File: src/sv/ppe_pkg.sv
// Shared types and constants for the particle pool engine.
package ppe_pkg;

	typedef enum logic [1:0] {
		FUNC_SPAWN = 2'd0,
		FUNC_TICK  = 2'd1,
		FUNC_CLEAR = 2'd2,
		FUNC_READ  = 2'd3
	} func_t;

	localparam int unsigned ADDR_FPS = 0;
	localparam logic [7:0] FPS_RESET = 8'd60;
	localparam logic [8:0] ALPHA_ONE = 9'd256;

	// One particle record as kept in the entry memory.
	typedef struct packed {
		logic signed [31:0] px;
		logic signed [31:0] py;
		logic signed [23:0] vx;
		logic signed [23:0] vy;
		logic [15:0] grav;
		logic [16:0] life_left;
		logic [16:0] life_full;
		logic [11:0] base_size;
		logic [11:0] cur_size;
		logic [8:0] alpha;
	} part_t;

	// Handshake between the sequencer and the ratio divider.
	typedef struct packed {
		logic start;
		logic [28:0] num_size;
		logic [24:0] num_alpha;
		logic [16:0] den;
	} div_req_t;

	typedef struct packed {
		logic done;
		logic [11:0] size;
		logic [8:0] alpha;
	} div_rsp_t;

endpackage

File: src/sv/ppe_div.sv
// Restoring divider producing scaled size and opacity, one quotient bit per cycle.
module ppe_div
	import ppe_pkg::*;
(
	input  logic     clk,
	input  logic     arst_n,
	input  div_req_t req,
	output div_rsp_t rsp
);

	localparam int unsigned NB = 29;

	logic [4:0]    cnt_q;
	logic          busy_q;
	logic          done_q;
	logic [NB-1:0] qa_q;
	logic [24:0]   qb_q;
	logic [17:0]   ra_q;
	logic [17:0]   rb_q;
	logic [16:0]   den_q;
	logic [17:0]   ta;
	logic [17:0]   tb;

	assign ta = {ra_q[16:0], qa_q[NB-1]};
	assign tb = {rb_q[16:0], qb_q[24]};

	always_ff @(posedge clk or negedge arst_n) begin
		if (!arst_n) begin
			busy_q <= 1'b0;
			done_q <= 1'b0;
			cnt_q  <= '0;
		end else begin
			done_q <= 1'b0;
			if (req.start) begin
				busy_q <= 1'b1;
				cnt_q  <= 5'(NB);
			end else if (busy_q) begin
				cnt_q <= cnt_q - 5'd1;
				if (cnt_q == 5'd1) begin
					busy_q <= 1'b0;
					done_q <= 1'b1;
				end
			end
		end
	end

	// Both quotients run side by side; the opacity quotient uses only the last 25 steps.
	always_ff @(posedge clk) begin
		if (req.start) begin
			qa_q  <= req.num_size;
			qb_q  <= req.num_alpha;
			ra_q  <= '0;
			rb_q  <= '0;
			den_q <= req.den;
		end else if (busy_q) begin
			if (ta >= {1'b0, den_q}) begin
				ra_q <= ta - {1'b0, den_q};
				qa_q <= {qa_q[NB-2:0], 1'b1};
			end else begin
				ra_q <= ta;
				qa_q <= {qa_q[NB-2:0], 1'b0};
			end
			if (cnt_q <= 5'd25) begin
				if (tb >= {1'b0, den_q}) begin
					rb_q <= tb - {1'b0, den_q};
					qb_q <= {qb_q[23:0], 1'b1};
				end else begin
					rb_q <= tb;
					qb_q <= {qb_q[23:0], 1'b0};
				end
			end
		end
	end

	assign rsp.done  = done_q;
	assign rsp.size  = qa_q[11:0];
	assign rsp.alpha = qb_q[8:0];

endmodule

File: config.mk
export PLATFORM = sky130hd
export DESIGN_NAME = ppe_div
export DESIGN_NICKNAME = d
export VERILOG_FILES = /design/src/sv/ppe_pkg.sv /design/src/sv/ppe_div.sv
export SDC_FILE = /design/constraint.sdc
export NUM_CORES = 1
export LEC_CHECK = 0
export BUFFER_PORTS_ARGS = -buffer_cell sky130_fd_sc_hd__buf_2
export CELL_PAD_IN_SITES_DETAIL_PLACEMENT = 2
export CELL_PAD_IN_SITES_GLOBAL_PLACEMENT = 2
export CORE_MARGIN = 4
export CORE_UTILIZATION = 35
export DETAILED_ROUTE_END_ITERATION = 10
export PLACE_DENSITY = 0.78
export REMOVE_ABC_BUFFERS = 1
export SLEW_MARGIN = 20
export SYNTH_ARGS = -nofsm -noshare
export SYNTH_HDL_FRONTEND = slang
export SYNTH_SLANG_ARGS = --single-unit
export TNS_END_PERCENT = 10
File: constraint.sdc
create_clock -name clk -period 4.31 [get_ports clk]
set_clock_uncertainty 0.2 [all_clocks]
set_input_delay 0.2155 -clock clk [delete_from_list [all_inputs] [get_ports clk]]
set_output_delay 0.2155 -clock clk [all_outputs]
set_load 0.01 [all_outputs]
* After elaboration in Yosys (flattened, before gate mapping)
Index checks and enable logic that the tools add are counted.
** Storage, ports and cells
- Word-level logic and storage cells :: 36
- Output and inout bits :: 22
- Bits of input ports :: 74
- Flip-flop bits (word level) :: 112
** Operators by class
- Eq/ne operators :: 1
- Reductions and logical operators :: 4
- Add/sub/neg operators :: 3
- Muxes and demuxes :: 17
- Order comparisons :: 3
** Operators with widths (count)
- $mux 25 :: 3
- $mux 29 :: 2
- $ge 18x17->1 :: 2
- $mux 17 :: 2
- $sub 17x17->17 :: 2
- $mux 5 :: 2
- $mux 1 :: 8
- $eq 5x1->1 const B :: 1
- $le 5x5->1 const B :: 1
- $sub 5x1->5 const B :: 1
- $reduce_and 2->1 :: 2
- $reduce_bool 2->1 :: 2

* Logic depth before layout (Yosys ltp)
Gate-level depths: netlist of run 1.
- Depth after elaboration :: 5
- Mapped depth :: 13

* Worst setup path after synthesis of run 1
No wires, ideal clock.
- Path kind :: reg-to-reg
- Start point :: reg qb_q[24]
- End point :: reg qb_q[0] (data pin)
- Cell stages (with the launch flop) :: 13
- Required time :: 3.840 ns
- Arrival :: 2.594 ns
- Library setup time :: 0.270 ns
- Path buffers :: 2
- Slack :: 1.246 ns
- Path through :: edfxtp_1 > inv_1 > ha_1 > inv_1 > fa_1 > a21oi_1 > o211ai_1 > a21oi_1 > o31ai_1 > a2111oi_0 > buf_2 > buf_2 > a21oi_1
** Between the ends
- Longest elaborated chain between the ends :: 5
** Ends and longest elaborated chain
- from (decl) :: line ppe_div.sv:17 : logic [24:0] qb_q;
- from (signal assigned) :: line ppe_div.sv:51 : qb_q <= req.num_alpha;
- from (signal assigned) :: line ppe_div.sv:66 : qb_q <= {qb_q[23:0], 1'b1};
- from (signal assigned) :: line ppe_div.sv:69 : qb_q <= {qb_q[23:0], 1'b0};
- $ge 18x17->1 :: line ppe_div.sv:64 : if (tb >= {1'b0, den_q}) begin
- $mux 1 :: line ppe_div.sv:64
- $mux 25 :: line ppe_div.sv:63 : if (cnt_q <= 5'd25) begin
- $mux 25 :: line ppe_div.sv:55 : end else if (busy_q) begin
- $mux 25 :: line ppe_div.sv:49 : if (req.start) begin
Every way passes these cells. The select of a mux whose other input is x is not followed.
A chain may end at the register's enable or synchronous reset.

* Final worst setup path of run 1
- Start point :: reg qa_q[28]
- End point :: reg ra_q[4]
** Between the ends
- Longest elaborated chain between the ends :: 2
- Elaborated cells on any way between the ends :: 3
- Classes of those cells :: add/sub (1); order compare (1); mux (1)
** Ends and longest elaborated chain
- from (decl) :: line ppe_div.sv:16 : logic [NB-1:0] qa_q;
- from (signal assigned) :: line ppe_div.sv:50 : qa_q <= req.num_size;
- from (signal assigned) :: line ppe_div.sv:58 : qa_q <= {qa_q[NB-2:0], 1'b1};
- from (signal assigned) :: line ppe_div.sv:61 : qa_q <= {qa_q[NB-2:0], 1'b0};
- $sub 17x17->17 or $ge 18x17->1 (tied branches) :: line ppe_div.sv:57, ppe_div.sv:56
- $mux 17 (*) :: line ppe_div.sv:56 : if (ta >= {1'b0, den_q}) begin
- to (signal assigned) :: line ppe_div.sv:57 : ra_q <= ta - {1'b0, den_q};
- to (signal assigned) :: line ppe_div.sv:60 : ra_q <= ta;
- to (decl) :: line ppe_div.sv:18 : logic [17:0] ra_q;
Every way passes the cells marked *; elsewhere a longest branch is shown, timed or not.

==> results_dict.tcl, run 1 <==
set metrics [dict create \
    vias 5163 \
    ir_worst_vdd_uv 270 \
    synth_warnings 0 \
    clock_latency_ps 370 \
    power.density_nw_per_um2 449 \
    worstHoldStart "req[17]" \
    cts_tree "built" \
    min_path_type "in -> reg" \
    drt_iter0_drc 189 \
    p_leak_nw 3.31 \
    crit_type "reg -> reg" \
    track_usage_pct 20.4 \
    cts.clk_slew.worst_paths_ps 80 \
    setup_ws_ps 750 \
    place_hpwl_mm 13.8 \
    cp.arrival_ps 3580 \
    yosys_most_used_dff "edfxtp_1" \
    portBuffers 95 \
    ioPinCount 96 \
    antenna_found_initial 0 \
    ctsLongestPathBuffers 2 \
    die_w_um 143 \
    cts_setup_buffers 0 \
    ys_ff_latch 112 \
    tightest_slew_ps 904 \
    place_congestion 0.857 \
    worstPathMaxFanout 20 \
    hold_path_end "qb_q[0]$_DFFE_PP_" \
    mostFrequentLayoutCell "buf_2" \
    syn_avg_cell_area_um2 10.7 \
    overflow 0 \
    fin_nets 846 \
    finalSetupViolCount 0 \
    rsz0062_at_grt "no" \
    crit_path_end_kind "flop" \
    r2r-start "qa_q[28]$_DFFE_PP_" \
    numCtsBuffers 9 \
    drc 0 \
    grt_pass1_wl_mm 32.5 \
    syn_inst 598 \
    antenna_cells 0 \
    clock-sinks 112 \
    drive_above_1_share_pct 23.4 \
    whs_path_depth 3 \
    synth_enable_flop_cells 71 \
    drv_cap 0 \
    routed_wl_mm 20.6 \
    reg2reg_depth 12 \
    worst_setup_path_start_kind "flop" \
    syn2layout_area_growth_pct 24.0 \
    hold_viol 0 \
    reg2reg_slack_ps 750 \
    cts-root-buf "clkbuf_16" \
    die_y_um 143 \
    cts_max_level 3 \
    die_area_um2 20500 \
    pre_cts_ws_ps 766 \
    slew_viol_final 0 \
    timing.slew.headroom_pct 39.5 \
    max_freq_mhz 281 \
    rr_endpoint "ra_q[4]$_SDFFE_PP0P_" \
    firstDrtPassIters 4 \
    ant_nets 0 \
    row_count 49 \
    grt_pass1_vias 5967 \
    power.total_mw 3.56 \
    initial_core_util_pct 35.6 \
    core-area_um2 18000 \
    ys_types 58 \
    wire_per_inst_um 21.3 \
    post-route-min-period_ps 3560 \
    utilization_pct 44.1 \
    required_ps 4330 \
    avgViaCountPerCell 5.33 \
    async_flop_share_pct 6.25 \
    grt_max_degree 51 \
    outcome "complete, no violations" \
    min_period_over_period_pct 82.6 \
    synth-seq-area-share_pct 46.8 \
    mostFrequentLayoutCells "buf_2 (94), edfxtp_1 (71), dlygate4sd3_1 (70)" \
    syn_area_um2 6390 \
]
[repair_timing]
item	4_1_cts	5_1_grt
resized for setup	0	0
endpoints found under the hold margin	76	0
hold buffers	70	0
[report_power, final]
group	switching, mW	internal [mW]
registers	0.127	1.33
clock network	0.425	0.404
logic	0.719	0.560
total	1.27	2.29
[cell usage after synthesis, drive strengths merged, types with 13 or more instances]
cell type | instances | area (um2)
a211oi | 16 | 120
a21oi | 32 | 160
buf | 30 | 208
clkbuf | 17 | 63.8
dfxtp | 34 | 681
edfxtp | 71 | 2130
ha | 36 | 450
inv | 33 | 124
mux2 | 52 | 586
mux2i | 13 | 130
nand2 | 51 | 191
nand3 | 19 | 95.1
nor2 | 34 | 128
o21ai | 27 | 135
xnor2 | 19 | 166
[sequential cells by signal (all words and copies together) (netlist names)]
signal,flops
qa_q,29
qb_q,25
den_q,17
ra_q,17
rb_q,17
cnt_q,5
busy_q,1
done_q,1
[worst max-delay path, cell delays in order (launching register included)]
cell and delay (ps):
edfxtp_1 390, inv_1 80, ha_1 180, inv_1 60
fa_1 400, a21o_1 230, a221oi_2 290, o21ai_1 180
a21oi_1 320, o211a_1 400, buf_4 350, mux2i_1 240
a211oi_1 90
[final cells by class]
class | instances | area [um2]
tap | 229 | 287
clock buffer | 10 | 229
fill | 1882 | 10000
timing repair buffer | 172 | 1230
clock inverter | 6 | 52.6
inverter | 33 | 124
sequential | 112 | 2990
multi-input combinational | 406 | 3010
[stage by stage]
stage               TNS [ps]  instance area (um2)  std cells  hold WS, ps
floorplan             -35020                 6120        551         -280
global placement           0                 6940        882         -138
detailed placement         0                 6940        882         -127
CTS                        0                 7930        968         9.38
global route               0                 7930        968         23.9
finish                     0                 7930        968         18.4
[logic make-up after synthesis]
group                      share of synthesized area, %
and+or+nand+nor                                    10.6
muxes                                              11.2
xor gates and xnor gates                           3.97
AOI/OAI and AO/OA                                  13.6
buffers and inverters                              6.19
adders and majority gates                          7.67
DFF                                                46.8
[worst max path at each step]
stage                                       to               start  slack, ps  cells past startpoint
final                     ra_q[4]$_SDFFE_PP0P_  qa_q[28]$_DFFE_PP_        750                     12
after detailed placement  ra_q[4]$_SDFFE_PP0P_  qa_q[28]$_DFFE_PP_        770                     12
after CTS                 ra_q[4]$_SDFFE_PP0P_  qa_q[28]$_DFFE_PP_        730                     12
after floorplan           rb_q[2]$_SDFFE_PP0P_  qb_q[24]$_DFFE_PP_      -2170                     10
after global routing      ra_q[4]$_SDFFE_PP0P_  qa_q[28]$_DFFE_PP_        490                     12
after global placement    rb_q[4]$_SDFFE_PP0P_  qb_q[24]$_DFFE_PP_        940                     12
[routing by layer]
metal | share of wire (%) | wire [um] | up-vias | global-route usage, %
li1 | - | - | 2445 | -
met1 | 43 | 8800 | 2578 | 24.2
met2 | 51 | 10500 | 114 | 37.1
met3 | 3.8 | 780 | 26 | 3.82
met4 | 2.3 | 466 | 0 | 6.60
met5 | 0 | 0 | - | 0
(Power assumes the default switching activity.)
==> inputs of run 2 (changes only) <==
--- a/config.mk
+++ b/config.mk
@@ -5,13 +5,14 @@
 export SDC_FILE = /design/constraint.sdc
 export NUM_CORES = 1
 export LEC_CHECK = 0
+export ABC_AREA = 1
 export BUFFER_PORTS_ARGS = -buffer_cell sky130_fd_sc_hd__buf_2
 export CELL_PAD_IN_SITES_DETAIL_PLACEMENT = 2
 export CELL_PAD_IN_SITES_GLOBAL_PLACEMENT = 2
 export CORE_MARGIN = 4
-export CORE_UTILIZATION = 35
+export CORE_UTILIZATION = 33
 export DETAILED_ROUTE_END_ITERATION = 10
-export PLACE_DENSITY = 0.78
+export PLACE_DENSITY = 0.82
 export REMOVE_ABC_BUFFERS = 1
 export SLEW_MARGIN = 20
 export SYNTH_ARGS = -nofsm -noshare
==> constraint.sdc (replaced) <==
create_clock -name clk -period 3.4 [get_ports clk]
set_clock_uncertainty 0.2 [all_clocks]
set_input_delay 0.17 -clock clk [delete_from_list [all_inputs] [get_ports clk]]
set_output_delay 0.17 -clock clk [all_outputs]
set_load 0.01 [all_outputs]
==> run 2 against run 1 <==
The flow now finishes with violations (negative hold slack). Clock-buffer cell count shrank 1. Final cell count grew 45%. Hold slack lost 19 ps. Die area grew 18%. Routed wire length grew 39%. Register-to-register slack gained 80 ps. Sequential power grew 24%. Maximum frequency grew 39%. Design area grew 11%. Total power grew 36%. Critical path type unchanged. Critical endpoint is now rb_q[13]$_SDFFE_PP0P_. Largest cell class unchanged.
==> results_dict.tcl, run 2 <==
set metrics [dict create \
    drt_iter0_drc 382 \
    syn2layout_area_growth_pct 22.2 \
    ant_nets 0 \
    syn_inst 978 \
    vias 6954 \
    initial_core_util_pct 33.8 \
    numCtsBuffers 9 \
    power.density_nw_per_um2 551 \
    yosys-top-cells-area "edfxtp_1 (30%), nand2_1 (21%), dfxtp_1 (9.5%)" \
    r2r-start "qb_q[24]$_DFFE_PP_" \
    violations "negative hold slack" \
    crit_type "reg -> reg" \
    fin_nets 1233 \
    cts_max_level 3 \
    drc 0 \
    drive_above_1_share_pct 13.4 \
    worst_setup_path_start_kind "flop" \
    drv_cap 0 \
    min_path_type "in -> reg" \
    overflow 0 \
    async_flop_share_pct 6.25 \
    max_freq_mhz 389 \
    wire_per_inst_um 20.5 \
    rsz0062_at_grt "no" \
    syn_avg_cell_area_um2 7.33 \
    clock_latency_ps 380 \
    syn_area_um2 7170 \
    row_count 53 \
    ir_worst_vdd_uv 270 \
    synth_enable_flop_cells 71 \
    antenna_cells 0 \
    reg2reg_slack_ps 830 \
    p_leak_nw 4.65 \
    ctsResizeCount 0 \
    grt_pass1_wl_mm 45.6 \
    portBuffers 95 \
    core-area_um2 21200 \
    synth_warnings 0 \
    timing.slew.headroom_pct 31.5 \
    fin_setup_tns_ps 0 \
    cp.arrival_ps 2630 \
    hold_viol 1 \
    worstPathMaxFanout 13 \
    post-route-min-period_ps 2570 \
    ys_types 38 \
    ctsLongestPathBuffers 2 \
    hold_path_end "qa_q[0]$_DFFE_PP_" \
    synth-seq-area-share_pct 41.7 \
    reg2reg_depth 13 \
    firstDrtPassIters 4 \
    place_congestion 0.815 \
    grt_pass1_vias 7896 \
    use_met1_pct 30.9 \
    grt_use_met3_pct 4.12 \
    mostFrequentLayoutCells "nand2_1 (395), inv_1 (140), buf_2 (95)" \
    finalSetupViolCount 0 \
    worstHoldStart "req[42]" \
    track_usage_pct 24.4 \
    largest_reg_flops 29 \
    rr_endpoint "rb_q[13]$_SDFFE_PP0P_" \
    ys_ff_latch 112 \
    hold_ws_ps -0.874 \
    yosys_most_used_dff "edfxtp_1" \
    whs_path_depth 3 \
    slew_viol_final 0 \
    cts.clk_slew.worst_paths_ps 90 \
    min_period_over_period_pct 75.5 \
    largestRegisters "qa_q (29), qb_q (25)" \
    mostFrequentLayoutCell "nand2_1" \
    cts-root-buf "clkbuf_16" \
    tightest_slew_ps 1020 \
    avgViaCountPerCell 4.96 \
    yosysMostFrequentCell "nand2_1" \
    die_y_um 155 \
    ioPinCount 96 \
    cts_tree "built" \
    outcome "finished, violations left" \
    die_area_um2 24200 \
    grt_max_degree 40 \
    antenna_found_initial 2 \
    synthTopCellsByCount "nand2_1 (395), inv_1 (140), nand3_1 (86)" \
    top_register "qa_q" \
    top_usage_layer "met2" \
    synth_top_area_cell "edfxtp_1" \
    crit_path_end_kind "flop" \
    place_hpwl_mm 17.9 \
    routed_wl_mm 28.7 \
    die_w_um 155 \
    grt.met2_usage_pct 43.2 \
    synth_top_area_share_pct 29.7 \
    required_ps 3460 \
    clock-sinks 112 \
]
[run 2: cell types whose count changed after synthesis, sizes merged, moves of 13 or more]
cell | before | now
a211oi | 16 | 0
nand3 | 19 | 92
nor2 | 34 | 50
mux2i | 13 | 0
inv | 33 | 141
mux2 | 52 | 0
nand2 | 51 | 402
[run 2: cell type report]
type                    instances  area [um2]
clock inverters                 7        77.6
well taps                     275         344
clock buffers                   9         225
multi-input cells             676        3310
flip-flops and latches        112        2990
inverters                     142         533
repair buffers                180        1290
fillers                      2485       12500
[run 2: worst max path at each step]
| stage | slack (ps) | startpoint | endpoint |
|---|---|---|---|
| 2_1_floorplan | 940 | cnt_q[0]$_DFFE_PN0P_ | qb_q[0]$_DFFE_PP_ |
| 4_1_cts | 850 | qa_q[28]$_DFFE_PP_ | ra_q[16]$_SDFFE_PP0P_ |
| 3_5_place_dp | 880 | qa_q[28]$_DFFE_PP_ | ra_q[2]$_SDFFE_PP0P_ |
| 3_3_place_gp | 950 | den_q[6]$_DFFE_PP_ | rb_q[13]$_SDFFE_PP0P_ |
| 6_report | 830 | qb_q[24]$_DFFE_PP_ | rb_q[13]$_SDFFE_PP0P_ |
| 5_1_grt | 630 | den_q[13]$_DFFE_PP_ | rb_q[13]$_SDFFE_PP0P_ |
[run 2: routing by layer]
layer / up-vias / part of all wire (%)
li1: 3327 / -
met1: 3423 / 44
met2: 167 / 50
met3: 33 / 4.2
met4: 4 / 1.7
met5: - / 0.077
[run 2: kinds of logic after synthesis]
group | count (synthesis) | share of synthesized area (%)
fa+ha+maj | 38 | 6.84
compound gates | 58 | 4.40
simple gates | 566 | 33.1
xor+xnor | 14 | 1.71
buf+inv | 190 | 12.2
flops | 112 | 41.7
[run 2: what timing repair did]
action | 4_1_cts | 5_1_grt
setup buffers | 0 | 0
hold endpoints to repair | 76 | 0
hold buffers | 71 | 0
[run 2: through the flow]
step	instances	setup WS [ps]	utilization (%)	total power, mW	area, um2
3_5_place_dp	1314	882	36.5	3.54	7750
5_1_grt	1401	626	41.3	5.17	8770
3_3_place_gp	1314	953	36.5	3.48	7750
2_1_floorplan	930	938	-	2.95	6830
4_1_cts	1401	850	41.3	4.78	8770
6_report	1401	832	41.3	4.83	8770
[run 2: worst max-delay path: stages, from the launching register on]
cell and delay (ps):
edfxtp_1 370, inv_1 110, ha_1 160, inv_1 60, fa_1 440, nand3_1 140
nand3_2 110, nand2_2 180, buf_4 290, nand3_1 130, nand2_1 100, inv_1 60
nand2_1 60, nand2_1 60
[run 2: power breakdown]
group          switching [mW]  internal [mW]
clock                   0.639          0.536
combinational            1.21          0.653
sequential              0.137           1.66
total                    1.99           2.85
